$ cat config.mk
export PLATFORM = sky130hd
export DESIGN_NAME = workout_clock_stopwatch_energy
export DESIGN_NICKNAME = d
export VERILOG_FILES = /design/src/design/wcse_pkg.sv /design/src/design/workout_clock_stopwatch_energy.sv
export VERILOG_INCLUDE_DIRS = /design/src /design/src/design
export SDC_FILE = /design/constraint.sdc
export NUM_CORES = 1
export LEC_CHECK = 0
export ABC_CLOCK_PERIOD_IN_PS = 7100
export BUFFER_PORTS_ARGS = -buffer_cell sky130_fd_sc_hd__buf_4
export CAP_MARGIN = 10
export CELL_PAD_IN_SITES_DETAIL_PLACEMENT = 1
export CELL_PAD_IN_SITES_GLOBAL_PLACEMENT = 1
export CORE_MARGIN = 5
export CORE_UTILIZATION = 51
export DETAILED_ROUTE_END_ITERATION = 10
export PLACE_DENSITY_LB_ADDON = 0.1
export RECOVER_POWER = 100
export REMOVE_ABC_BUFFERS = 1
export SLEW_MARGIN = 20
export SYNTH_ARGS = -nofsm -noshare
export SYNTH_HDL_FRONTEND = slang
export SYNTH_SLANG_ARGS = --single-unit
$ cat constraint.sdc
create_clock -name clk -period 7.1 [get_ports clk]
set_input_delay 1.775 -clock clk [delete_from_list [all_inputs] [get_ports clk]]
set_output_delay 1.775 -clock clk [all_outputs]
set_load 0.05 [all_outputs]
$ cat src/design/assert_macros.svh
// Assertion macros shared by the design files.
// With SYNTH defined the macros expand to nothing.
`ifndef ASSERT_MACROS_SVH
`define ASSERT_MACROS_SVH

`ifndef SYNTH

// Condition must hold at every clock edge outside reset.
`define ASSERT_ALWAYS(label, clk, rst_n, cond) \
	label: assert property (@(posedge clk) disable iff (!rst_n) (cond)) \
		else $error("assertion failed: invariant");

// Consequent must hold at the clock edge after the antecedent.
`define ASSERT_NEXT(label, clk, rst_n, ante, cons) \
	label: assert property (@(posedge clk) disable iff (!rst_n) (ante) |=> (cons)) \
		else $error("assertion failed: next-cycle implication");

`else

`define ASSERT_ALWAYS(label, clk, rst_n, cond)
`define ASSERT_NEXT(label, clk, rst_n, ante, cons)

`endif

`endif

$ cat src/design/wcse_pkg.sv
package wcse_pkg;

	// Operation codes carried by an input transaction.
	localparam logic [2:0] OP_TICK  = 3'd0;
	localparam logic [2:0] OP_START = 3'd1;
	localparam logic [2:0] OP_STOP  = 3'd2;
	localparam logic [2:0] OP_ENTER = 3'd3;
	localparam logic [2:0] OP_LOAD  = 3'd4;

	// Session modes.
	localparam logic [1:0] MODE_IDLE = 2'd0;
	localparam logic [1:0] MODE_RUN  = 2'd1;
	localparam logic [1:0] MODE_STOP = 2'd2;

	// Configuration register indexes.
	localparam logic [1:0] CFG_TICKS_PER_SECOND = 2'd0;
	localparam logic [1:0] CFG_SLOW_ENERGY_STEP = 2'd1;
	localparam logic [1:0] CFG_FAST_ENERGY_STEP = 2'd2;
	localparam logic [1:0] CFG_SLOW_SPEED_LIMIT = 2'd3;

	// Configuration reset values.
	localparam logic [7:0] TICKS_PER_SECOND_RST = 8'd250;
	localparam logic [9:0] SLOW_ENERGY_STEP_RST = 10'd105;
	localparam logic [9:0] FAST_ENERGY_STEP_RST = 10'd140;
	localparam logic [5:0] SLOW_SPEED_LIMIT_RST = 6'd15;

	// Time-keeping limits.
	localparam logic [5:0] SECONDS_PER_MINUTE = 6'd60;
	localparam logic [5:0] MINUTES_PER_HOUR   = 6'd60;
	localparam logic [4:0] HOURS_PER_DAY      = 5'd24;
	localparam logic [4:0] HOUR_MAX           = 5'd23;
	localparam logic [5:0] MINUTE_MAX         = 6'd59;
	localparam logic [5:0] SECOND_MAX         = 6'd59;

	// A zero tick register means a full wrap of the 8-bit counter.
	localparam logic [8:0] TICK_FULL_WRAP = 9'd256;

	localparam logic [23:0] ENERGY_MAX = 24'hFF_FFFF;

	typedef struct packed {
		logic [2:0] operation;
		logic [5:0] speed;
		logic [4:0] load_hour;
		logic [5:0] load_minute;
		logic [5:0] load_second;
	} item_t;

	typedef struct packed {
		logic [4:0]  clock_hour;
		logic [5:0]  clock_minute;
		logic [5:0]  clock_second;
		logic [4:0]  session_hour;
		logic [5:0]  session_minute;
		logic [5:0]  session_second;
		logic [23:0] energy_milli_kcal;
		logic [1:0]  run_mode;
	} result_t;

	typedef struct packed {
		logic [4:0] hour;
		logic [5:0] minute;
		logic [5:0] second;
	} hms_t;

endpackage

$ cat src/design/workout_clock_stopwatch_energy.sv
// Channel   | Handshake                  | Payload
// ----------+----------------------------+------------------------------
// item      | item_valid / item_ready    | wcse_pkg::item_t
// result    | result_valid / result_ready| wcse_pkg::result_t
// cfg       | cfg_we (no wait)           | cfg_index, cfg_data
//
// Each accepted transaction is held in the input register and then produces
// exactly one result in the result register, so a transaction passes the
// input register and then the result register before it is presented, and
// one transaction can be accepted in every cycle unless the result stalls.
// The rate is set by the update of the clock, stopwatch and energy
// registers, which sits between the input and result registers.
// arst_n clears all control and time-keeping state and restores the
// configuration reset values. A stalled result holds the result register and
// the input register, and item_ready falls only when both are occupied.
`include "assert_macros.svh"

module workout_clock_stopwatch_energy (
	input  logic                clk,
	input  logic                arst_n,
	input  logic                item_valid,
	output logic                item_ready,
	input  wcse_pkg::item_t     item,
	output logic                result_valid,
	input  logic                result_ready,
	output wcse_pkg::result_t   result,
	input  logic                cfg_we,
	input  logic [1:0]          cfg_index,
	input  logic [9:0]          cfg_data
);

	import wcse_pkg::*;

	// Step a time of day by one second with 60/60/24 rollover.
	function automatic hms_t next_second(hms_t t);
		hms_t        r;
		logic [5:0]  sec_inc;
		logic [5:0]  min_inc;
		logic [4:0]  hour_inc;
		r        = t;
		sec_inc  = t.second + 6'd1;
		min_inc  = t.minute + 6'd1;
		hour_inc = t.hour + 5'd1;
		if (sec_inc >= SECONDS_PER_MINUTE) begin
			r.second = '0;
			if (min_inc >= MINUTES_PER_HOUR) begin
				r.minute = '0;
				r.hour   = (hour_inc >= HOURS_PER_DAY) ? 5'd0 : hour_inc;
			end else begin
				r.minute = min_inc;
			end
		end else begin
			r.second = sec_inc;
		end
		return r;
	endfunction

	// Configuration registers.
	logic [7:0] ticks_per_second_q;
	logic [9:0] slow_energy_step_q;
	logic [9:0] fast_energy_step_q;
	logic [5:0] slow_speed_limit_q;

	// Input register.
	logic  valid_s1;
	item_t item_s1;

	// Architectural state.
	logic [7:0]  clock_tick_q;
	hms_t        clock_time_q;
	logic [7:0]  session_tick_q;
	hms_t        session_time_q;
	logic [23:0] energy_q;
	logic [1:0]  mode_q;

	// Result register.
	logic    result_valid_q;
	result_t result_q;

	// Next-state logic.
	logic        advance;
	logic        update;
	logic [8:0]  tick_limit;
	logic [8:0]  clock_tick_inc;
	logic [8:0]  session_tick_inc;
	logic        clock_wrap;
	logic        session_wrap;
	logic        slow_speed;
	logic [9:0]  energy_step;
	logic [24:0] energy_sum;
	logic [7:0]  clock_tick_d;
	hms_t        clock_time_d;
	logic [7:0]  session_tick_d;
	hms_t        session_time_d;
	logic [23:0] energy_d;
	logic [1:0]  mode_d;

	// The result register moves on when empty or when its transaction is taken;
	// the input register then hands its transaction over in the same edge.
	assign advance    = !result_valid_q || result_ready;
	assign update     = valid_s1 && advance;
	assign item_ready = !valid_s1 || advance;

	always_ff @(posedge clk or negedge arst_n) begin
		if (!arst_n) begin
			ticks_per_second_q <= TICKS_PER_SECOND_RST;
			slow_energy_step_q <= SLOW_ENERGY_STEP_RST;
			fast_energy_step_q <= FAST_ENERGY_STEP_RST;
			slow_speed_limit_q <= SLOW_SPEED_LIMIT_RST;
		end else if (cfg_we) begin
			case (cfg_index)
				CFG_TICKS_PER_SECOND: ticks_per_second_q <= cfg_data[7:0];
				CFG_SLOW_ENERGY_STEP: slow_energy_step_q <= cfg_data;
				CFG_FAST_ENERGY_STEP: fast_energy_step_q <= cfg_data;
				CFG_SLOW_SPEED_LIMIT: slow_speed_limit_q <= cfg_data[5:0];
				default: ;
			endcase
		end
	end

	always_ff @(posedge clk or negedge arst_n) begin
		if (!arst_n) begin
			valid_s1 <= 1'b0;
		end else if (item_ready) begin
			valid_s1 <= item_valid;
		end
	end

	always_ff @(posedge clk) begin
		if (item_ready && item_valid) begin
			item_s1 <= item;
		end
	end

	// A zero tick register counts a full wrap of the 8-bit tick counter.
	assign tick_limit       = (ticks_per_second_q == 8'd0) ? TICK_FULL_WRAP
	                          : {1'b0, ticks_per_second_q};
	assign clock_tick_inc   = {1'b0, clock_tick_q} + 9'd1;
	assign session_tick_inc = {1'b0, session_tick_q} + 9'd1;
	assign clock_wrap       = clock_tick_inc >= tick_limit;
	assign session_wrap     = session_tick_inc >= tick_limit;

	// Standing still counts as fast, as does any speed at or above the limit.
	assign slow_speed  = (item_s1.speed != 6'd0) && (item_s1.speed < slow_speed_limit_q);
	assign energy_step = slow_speed ? slow_energy_step_q : fast_energy_step_q;
	assign energy_sum  = {1'b0, energy_q} + {15'd0, energy_step};

	always_comb begin
		clock_tick_d   = clock_tick_q;
		clock_time_d   = clock_time_q;
		session_tick_d = session_tick_q;
		session_time_d = session_time_q;
		energy_d       = energy_q;
		mode_d         = mode_q;
		case (item_s1.operation)
			OP_TICK: begin
				clock_tick_d = clock_wrap ? 8'd0 : clock_tick_inc[7:0];
				if (clock_wrap) begin
					clock_time_d = next_second(clock_time_q);
				end
				if (mode_q == MODE_RUN) begin
					session_tick_d = session_wrap ? 8'd0 : session_tick_inc[7:0];
					if (session_wrap) begin
						session_time_d = next_second(session_time_q);
						energy_d       = energy_sum[24] ? ENERGY_MAX : energy_sum[23:0];
					end
				end
			end
			OP_START: begin
				if (mode_q == MODE_IDLE) begin
					session_tick_d = '0;
					session_time_d = '0;
					energy_d       = '0;
					mode_d         = MODE_RUN;
				end
			end
			OP_STOP: begin
				if (mode_q == MODE_RUN) begin
					mode_d = MODE_STOP;
				end
			end
			OP_ENTER: begin
				if (mode_q == MODE_STOP) begin
					mode_d = MODE_IDLE;
				end
			end
			OP_LOAD: begin
				// Out-of-range fields are clamped, and a fresh second begins.
				clock_time_d.hour   = (item_s1.load_hour > HOUR_MAX) ? HOUR_MAX
				                      : item_s1.load_hour;
				clock_time_d.minute = (item_s1.load_minute > MINUTE_MAX) ? MINUTE_MAX
				                      : item_s1.load_minute;
				clock_time_d.second = (item_s1.load_second > SECOND_MAX) ? SECOND_MAX
				                      : item_s1.load_second;
				clock_tick_d        = '0;
			end
			default: ;
		endcase
	end

	always_ff @(posedge clk or negedge arst_n) begin
		if (!arst_n) begin
			clock_tick_q   <= '0;
			clock_time_q   <= '0;
			session_tick_q <= '0;
			session_time_q <= '0;
			energy_q       <= '0;
			mode_q         <= MODE_IDLE;
		end else if (update) begin
			clock_tick_q   <= clock_tick_d;
			clock_time_q   <= clock_time_d;
			session_tick_q <= session_tick_d;
			session_time_q <= session_time_d;
			energy_q       <= energy_d;
			mode_q         <= mode_d;
		end
	end

	always_ff @(posedge clk or negedge arst_n) begin
		if (!arst_n) begin
			result_valid_q <= 1'b0;
		end else if (advance) begin
			result_valid_q <= valid_s1;
		end
	end

	always_ff @(posedge clk) begin
		if (update) begin
			result_q.clock_hour        <= clock_time_d.hour;
			result_q.clock_minute      <= clock_time_d.minute;
			result_q.clock_second      <= clock_time_d.second;
			result_q.session_hour      <= session_time_d.hour;
			result_q.session_minute    <= session_time_d.minute;
			result_q.session_second    <= session_time_d.second;
			result_q.energy_milli_kcal <= energy_d;
			result_q.run_mode          <= mode_d;
		end
	end

	assign result_valid = result_valid_q;
	assign result       = result_q;

	// Every transaction that leaves the input register shows up as a result.
	`ASSERT_NEXT(a_update_gives_result, clk, arst_n, update, result_valid_q)

	// The time of day never leaves its legal range.
	`ASSERT_ALWAYS(a_clock_in_range, clk, arst_n,
		(clock_time_q.second < SECONDS_PER_MINUTE) && (clock_time_q.minute < MINUTES_PER_HOUR)
		&& (clock_time_q.hour < HOURS_PER_DAY))

	// Energy only falls when a start from idle clears the session.
	`ASSERT_NEXT(a_energy_monotonic, clk, arst_n,
		!(update && (item_s1.operation == OP_START) && (mode_q == MODE_IDLE)),
		energy_q >= $past(energy_q))

	// A stopped session is frozen until it returns to idle.
	`ASSERT_NEXT(a_stopped_frozen, clk, arst_n, mode_q == MODE_STOP,
		$stable(session_time_q) && $stable(energy_q))

endmodule

==> run_results.csv, run 1 <==
group,metric,value,unit
timing,fin_setup_tns,0,ns
critical_path,max_stage_delay,1.14,ns
layout,diodes,0,
synth,synth_async_sr_flop_share,0.5657,
layout,layout-drive-gt1-share,0.1260,
clock_tree,ctsResizeCount,0,
timing,final_hold_viol_count,0,
layout,fin_cells,1450,
drt,firstDrtPassIters,5,
drt,vias,9219,
critical_path,endpoint,"result[19]$_DFFE_PP_",
timing,setup_violations,0,
synth,synth_top_area_frac,0.2347,
timing,layout_min_cycle_time,5.820,ns
critical_path,cp_slowest_cell,"o21ai_0",
clock_tree,ctsHoldBuffers,0,
layout,design_area,0.01227,mm^2
clock_tree,cts_tree,"yes",
timing,fin_skew,0.01509,ns
drt,wl_per_cell,22.27,um
floorplanning,core.rowCount,53,
critical_path,ff2ff_setup_slack,1.28,ns
place,post_dp_cell_area,0.01202,mm^2
critical_path,timing.rr.end,"result[19]$_DFFE_PP_",
drt,drt_iter0_drc,567,
synth,synth.most_common_cell,"nand2_1",
synth,yosys-top-cells-area,"edfxtp_1, dfrtp_1, ha_1, o21ai_0, mux2_2",
place,dpl.cell_count,1418,
worst_hold_path,hp-class,"flop to flop",
place,post-dp-hpwl,22.18,mm
run_status,violations,"max-capacitance violations, max-slew violations",
synth,yosys-top-cells-count,"nand2_1, o21ai_0, dfrtp_1",
pwr,p_leak,4.881,nW
synth,synth_edf_count,86,
layout,utilization,0.5802,
global_routing,grt_start_max_net_pins,64,
place,io_buffers,104,
place,place.gp.congestion,0.8953,
timing,setup_ws,1.280,ns
drt,ant_nets,0,
critical_path,crit_fanout,10,
synth,yosysSeqAreaShare,0.4912,
floorplanning,io-pin-count,105,
synth,synthFlopType,"dfrtp_1",
floorplanning,die_width,156.9,um
layout,nFillCells,2391,
layout,nets,1248,
clock_tree,cts_root_buffer,"clkbuf_16",
clock_tree,cts_made_buffers,17,
floorplanning,core,0.02115,mm^2
critical_path,worstRegToRegCells,17,
layout,multi_input_area,0.005226,mm^2
critical_path,critical_path_class,"flop to flop",
timing,rsz0062_at_grt,"false",
critical_path,cp-startpoint,"slow_speed_limit_q[1]$_DFFE_PN1P_",
global_routing,grt_first_pass_wirelength,52.23,mm
critical_path,end_kind,"flop",
clock_tree,clk_path_buf_depth,2,
synth,syn_avg_cell_area,10.27,um^2
critical_path,timing.rr.start,"slow_speed_limit_q[1]$_DFFE_PN1P_",
timing,finalMaxSlewViolations,196,
global_routing,antenna_found_initial,0,
timing,worst_pin_slew,2.906,ns
pwr,irDropWorstVdd,150.1,uV
floorplanning,initial_core_util,0.5203,
global_routing,overflow,0,
synth,synth.distinct_cells,87,
critical_path,critPathRequiredTime,7.29,ns
synth,syn_area,0.01101,mm^2
synth,ys_ff_latch,198,
drt,routed_wl,32.29,mm
layout,ff_latch_area,0.005406,mm^2
timing,fin_crit_sh,0.8197,
synth,ys_warn_count,0,
critical_path,cp.arrival,6.01,ns
floorplanning,dieArea,0.02462,mm^2
critical_path,start_kind,"flop",
flow_run,maxCapViolCount,6,
drt,vias_per_cell,6.358,
global_routing,grt_pass1_vias,9698,
clock_tree,clock_sinks,198,
layout,area_growth,11.52,%
synth,synth_cells,1072,
clock_tree,clk_pin_slew,0.08,ns
clock_tree,insertion_delay,0.45,ns
drt,post-route-drc-count,0,
synth,synth_top_cell_by_area,"edfxtp_1",
run_status,status,"finished with violations",
place,dp_slack,2.033,ns
global_routing,grt_use_total,0.2670,
pwr,powerDensity,282.5,mW/mm^2
timing,relSlewSlack,-0.9373,
floorplanning,fp.dieH,156.9,um
clock_tree,h-tree-depth,4,
timing,fmax,171.8,MHz
critical_path,path_cells,"inv_1 -> ha_1 -> a21o_1 -> a21o_1 -> a211oi_1 -> o21ai_0 -> mux2_2 -> ha_1 -> inv_1 -> fa_1 -> nand2b_1 -> a21oi_1 -> a221oi_1 -> a211oi_1 -> nor3_1 -> and3_1 -> o21ai_0",
clock_tree,postCtsSetupRepairBufs,0,
[layer usage]
metal / vias to the layer above / global-route usage / wire, um
met2: 267 / 0.4681 / 16200
met4: 0 / 0.06983 / 465
met3: 43 / 0.04564 / 1511
met5: - / 0 / 0
met1: 4682 / 0.3444 / 14110
li1: 4227 / - / -
[worst min-delay path by stage]
stage                                        endpoint  slack [ns]                         startpoint  depth (start not counted)
CTS                 slow_energy_step_q[1]$_DFFE_PN0P_        0.51  slow_energy_step_q[1]$_DFFE_PN0P_                          1
global placement    fast_energy_step_q[6]$_DFFE_PN0P_        0.49  fast_energy_step_q[6]$_DFFE_PN0P_                          1
finish              slow_energy_step_q[1]$_DFFE_PN0P_        0.51  slow_energy_step_q[1]$_DFFE_PN0P_                          1
global route        slow_speed_limit_q[5]$_DFFE_PN0P_        0.53  slow_speed_limit_q[5]$_DFFE_PN0P_                          1
detailed placement  fast_energy_step_q[6]$_DFFE_PN0P_        0.49  fast_energy_step_q[6]$_DFFE_PN0P_                          1
floorplan           fast_energy_step_q[0]$_DFFE_PN0P_        0.47  fast_energy_step_q[0]$_DFFE_PN0P_                          1
[stage by stage]
stage,power (mW),hold slack [ns]
after floorplan,2.199,0.4737
after CTS,3.514,0.5116
final,3.468,0.5083
after global routing,3.641,0.5339
after global placement,2.476,0.4856
after detailed placement,2.518,0.4873
[cells by family after synthesis]
logic type / after synthesis / synth area share
multiplexers: 41 / 0.04195
AND/OR/NAND/NOR: 343 / 0.1535
flip-flops: 198 / 0.4912
XOR/XNOR: 27 / 0.02149
AO/OA/AOI/OAI: 345 / 0.2120
buffers and inverters: 74 / 0.02933
adder cells (fa/ha/maj): 44 / 0.05048
[power by group]
group	leakage (nW)	internal (mW)	total (mW)	switching, mW
logic	2.35	0.328	0.945	0.618
registers	2.25	1.37	1.53	0.155
clock network	0.279	0.525	0.995	0.470
[area by class of cell]
cell class	count	share of cell area
clock inverter	14	0.01213
clock buffer	18	0.03497
tap	275	0.02804
multi-input combinational	800	0.4258
timing repair buffer	118	0.05026
sequential	198	0.4405
inverter	27	0.008258
[state kept, by name (all words and copies together) (netlist names)]
name	flops
slow_speed_limit_q	6
session_time_q	17
valid_s1	1
result_valid	1
fast_energy_step_q	10
energy_q	24
mode_q	2
result	60
item_s1	26
session_tick_q	8
ticks_per_second_q	8
clock_time_q	17
slow_energy_step_q	10
clock_tick_q	8
[worst max-delay path, delay by kind of cell, from the launching register on]
kind                       cells  cell delay [ns]
buffers and inverters          2             0.11
AOI/OAI and AO/OA              8             2.45
muxes                          1             0.44
and+or+nand+nor                3             1.37
DFF                            1             0.53
adders and majority gates      3             0.64
[cells in the final DEF (no fill, tap or decap), types with 7 or more instances in the layout]
| cell type | count |
|---|---|
| a41oi_1 | 9 |
| a211oi_1 | 18 |
| a21oi_1 | 55 |
| dfrtp_1 | 95 |
| a21o_1 | 10 |
| dfstp_2 | 17 |
| a311oi_1 | 9 |
| clkbuf_16 | 17 |
| xor2_1 | 15 |
| ha_1 | 42 |
| and3_1 | 16 |
| xnor2_1 | 12 |
| a22o_1 | 33 |
| a32o_1 | 7 |
| buf_4 | 20 |
| nor3_1 | 16 |
| nand2_1 | 118 |
| nand3_1 | 40 |
| clkbuf_1 | 72 |
| o22ai_1 | 10 |
| o21ai_0 | 106 |
| a31oi_1 | 20 |
| edfxtp_1 | 86 |
| nor4_1 | 9 |
| mux2_2 | 37 |
| o21a_1 | 9 |
| inv_1 | 27 |
| and2_1 | 13 |
| clkbuf_4 | 26 |
| nand2b_1 | 15 |
| nor2_1 | 70 |
No activity file was read; power rests on OpenSTA's default activity.
==> inputs of run 2 (changes only) <==
- ABC_CLOCK_PERIOD_IN_PS: 7100 -> 5000
- CORE_UTILIZATION: 51 -> 43
- clock period: 7.1 -> 5 ns (I/O delays scaled with it)
==> run_results.csv, run 2 (synthesized netlist as in run 1, its figures left out) <==
group,metric,value,unit
layout,mostFrequentLayoutCells,"nand2_1, o21ai_0, dfrtp_1, edfxtp_1, nor2_1",
layout,area_growth,12.64,%
pwr,power,4.827,mW
critical_path,timing.rr.start,"slow_speed_limit_q[1]$_DFFE_PN1P_",
layout,nets,1253,
global_routing,grt_start_max_net_pins,68,
timing,worst_pin_slew,2.875,ns
pwr,p_leak,4.902,nW
critical_path,cp.arrival,4.90,ns
drt,routed_wl,31.17,mm
drt,vias_per_cell,5.982,
timing,fin_crit_sh,0.9421,
floorplanning,initial_core_util,0.4370,
global_routing,grt_first_pass_wirelength,50.90,mm
critical_path,endpoint,"result[22]$_DFFE_PP_",
clock_tree,clock_sinks,198,
critical_path,timing.rr.end,"result[22]$_DFFE_PP_",
place,io_buffers,104,
critical_path,critical_path_class,"flop to flop",
global_routing,grt_use_total,0.2182,
timing,finalMaxSlewViolations,112,
floorplanning,fp.dieH,170.0,um
worst_hold_path,holdPathStages,1,
critical_path,ff2ff_setup_slack,0.29,ns
timing,fin_skew,0.01391,ns
floorplanning,die_width,170.0,um
run_status,violations,"max-capacitance violations, max-slew violations",
timing,fmax,212.3,MHz
timing,setup_violations,0,
critical_path,worst-path-stages,17,
layout,diodes,0,
critical_path,end_kind,"flop",
critical_path,worstRegToRegCells,17,
global_routing,antenna_found_initial,0,
timing,layout_min_cycle_time,4.710,ns
critical_path,cp-startpoint,"slow_speed_limit_q[1]$_DFFE_PN1P_",
pwr,powerDensity,389.4,mW/mm^2
global_routing,grt_pass1_vias,9312,
critical_path,critPathRequiredTime,5.19,ns
layout,multi_input_area,0.005256,mm^2
place,place.gp.congestion,0.8716,
clock_tree,cts_tree,"yes",
worst_hold_path,hp-class,"flop to flop",
critical_path,crit_fanout,6,
global_routing,overflow,0,
place,post-dp-hpwl,22.03,mm
critical_path,path_cells,"inv_1 -> ha_1 -> a21o_1 -> a21o_1 -> a211oi_1 -> o21ai_2 -> mux2_2 -> ha_1 -> inv_1 -> fa_1 -> nand2b_1 -> a211oi_1 -> o2111ai_1 -> a32o_1 -> or4_1 -> mux2_2 -> a22o_1",
floorplanning,core.rowCount,58,
timing,rsz0062_at_grt,"false",
drt,drt_iter0_drc,522,
run_status,status,"finished with violations",
floorplanning,core,0.02518,mm^2
clock_tree,cts_made_buffers,17,
clock_tree,cts_root_buffer,"clkbuf_16",
clock_tree,postCtsSetupRepairBufs,0,
drt,post-route-drc-count,0,
layout,largest_register_ff_count,60,
clock_tree,insertion_delay,0.44,ns
drt,ant_nets,0,
timing,relSlewSlack,-0.9164,
layout,utilization,0.4923,
critical_path,cp_slowest_cell,"dfstp_2",
critical_path,start_kind,"flop",
clock_tree,clk_path_buf_depth,2,
timing,final_hold_viol_count,0,
floorplanning,dieArea,0.02889,mm^2
layout,ff_latch_area,0.005406,mm^2
flow_run,maxCapViolCount,2,
floorplanning,io-pin-count,105,
drt,wl_per_cell,20.65,um
pwr,irDropWorstVdd,202.6,uV
timing,fin_setup_tns,0,ns
clock_tree,h-tree-depth,4,
critical_path,crit_buf_inv,2,
layout,final_common_cell,"nand2_1",
critical_path,critical_path.top_delay_family,"compound AO/OA/AOI/OAI gates",
critical_path,max_stage_delay,0.53,ns
drt,firstDrtPassIters,5,
layout,layout-drive-gt1-share,0.1432,
layout,nFillCells,2835,
drt,vias,9033,
clock_tree,clk_pin_slew,0.08,ns
==> run 2: power by group <==
group / total (mW) / switching, mW / internal (mW)
registers: 2.17 / 0.219 / 1.95
logic: 1.34 / 0.870 / 0.475
clock network: 1.32 / 0.667 / 0.649
total: 4.83 / 1.76 / 3.07
==> run 2: stage by stage <==
step,hold WS (ns),cell area [um^2],cells,worst slack (ns)
after floorplan,0.4737,10780,1025,0.4908
after global placement,0.4909,12140,1478,0.3951
after detailed placement,0.4901,12140,1478,0.2494
after CTS,0.5093,12680,1510,0.2000
after global routing,0.5342,12400,1510,0.004051
final,0.5043,12400,1510,0.2896
==> run 2: area by class of cell <==
class	count	area share
well taps	330	0.03331
clock buffers	17	0.03432
repair buffers	123	0.05440
inverters	27	0.008175
multi-input cells	800	0.4240
flip-flops and latches	198	0.4361
clock inverters	15	0.009689
==> run 2: routing by layer <==
layer	vias to the layer above	global-route usage	share of wire
li1	4246	-	-
met1	4508	0.2994	0.45
met2	241	0.3622	0.49
met3	38	0.03298	0.040
met4	0	0.06146	0.019
met5	-	0	0
==> run 2: timing repair <==
item                       4_1_cts  5_1_grt
gates resized for setup          0        2
setup endpoints to repair        0       18
hold buffers                     0        0
==> run 2: worst min path at each step <==
| stage | to | from | slack, ns |
|---|---|---|---|
| final | fast_energy_step_q[0]$_DFFE_PN0P_ | fast_energy_step_q[0]$_DFFE_PN0P_ | 0.50 |
| after global routing | slow_energy_step_q[2]$_DFFE_PN0P_ | slow_energy_step_q[2]$_DFFE_PN0P_ | 0.53 |
| after CTS | fast_energy_step_q[0]$_DFFE_PN0P_ | fast_energy_step_q[0]$_DFFE_PN0P_ | 0.51 |
| after detailed placement | fast_energy_step_q[0]$_DFFE_PN0P_ | fast_energy_step_q[0]$_DFFE_PN0P_ | 0.49 |
| after global placement | slow_speed_limit_q[4]$_DFFE_PN0P_ | slow_speed_limit_q[4]$_DFFE_PN0P_ | 0.49 |
| after floorplan | fast_energy_step_q[0]$_DFFE_PN0P_ | fast_energy_step_q[0]$_DFFE_PN0P_ | 0.47 |
==> run 2: worst register-to-register path, cell delays in order (launching register included) <==
cell and delay (ns):
dfstp_2 0.53, inv_1 0.04, ha_1 0.27, a21o_1 0.15, a21o_1 0.17, a211oi_1 0.31, o21ai_2 0.18, mux2_2 0.26
ha_1 0.16, inv_1 0.05, fa_1 0.40, nand2b_1 0.20, a211oi_1 0.23, o2111ai_1 0.13, a32o_1 0.37, or4_1 0.49
mux2_2 0.29, a22o_1 0.20
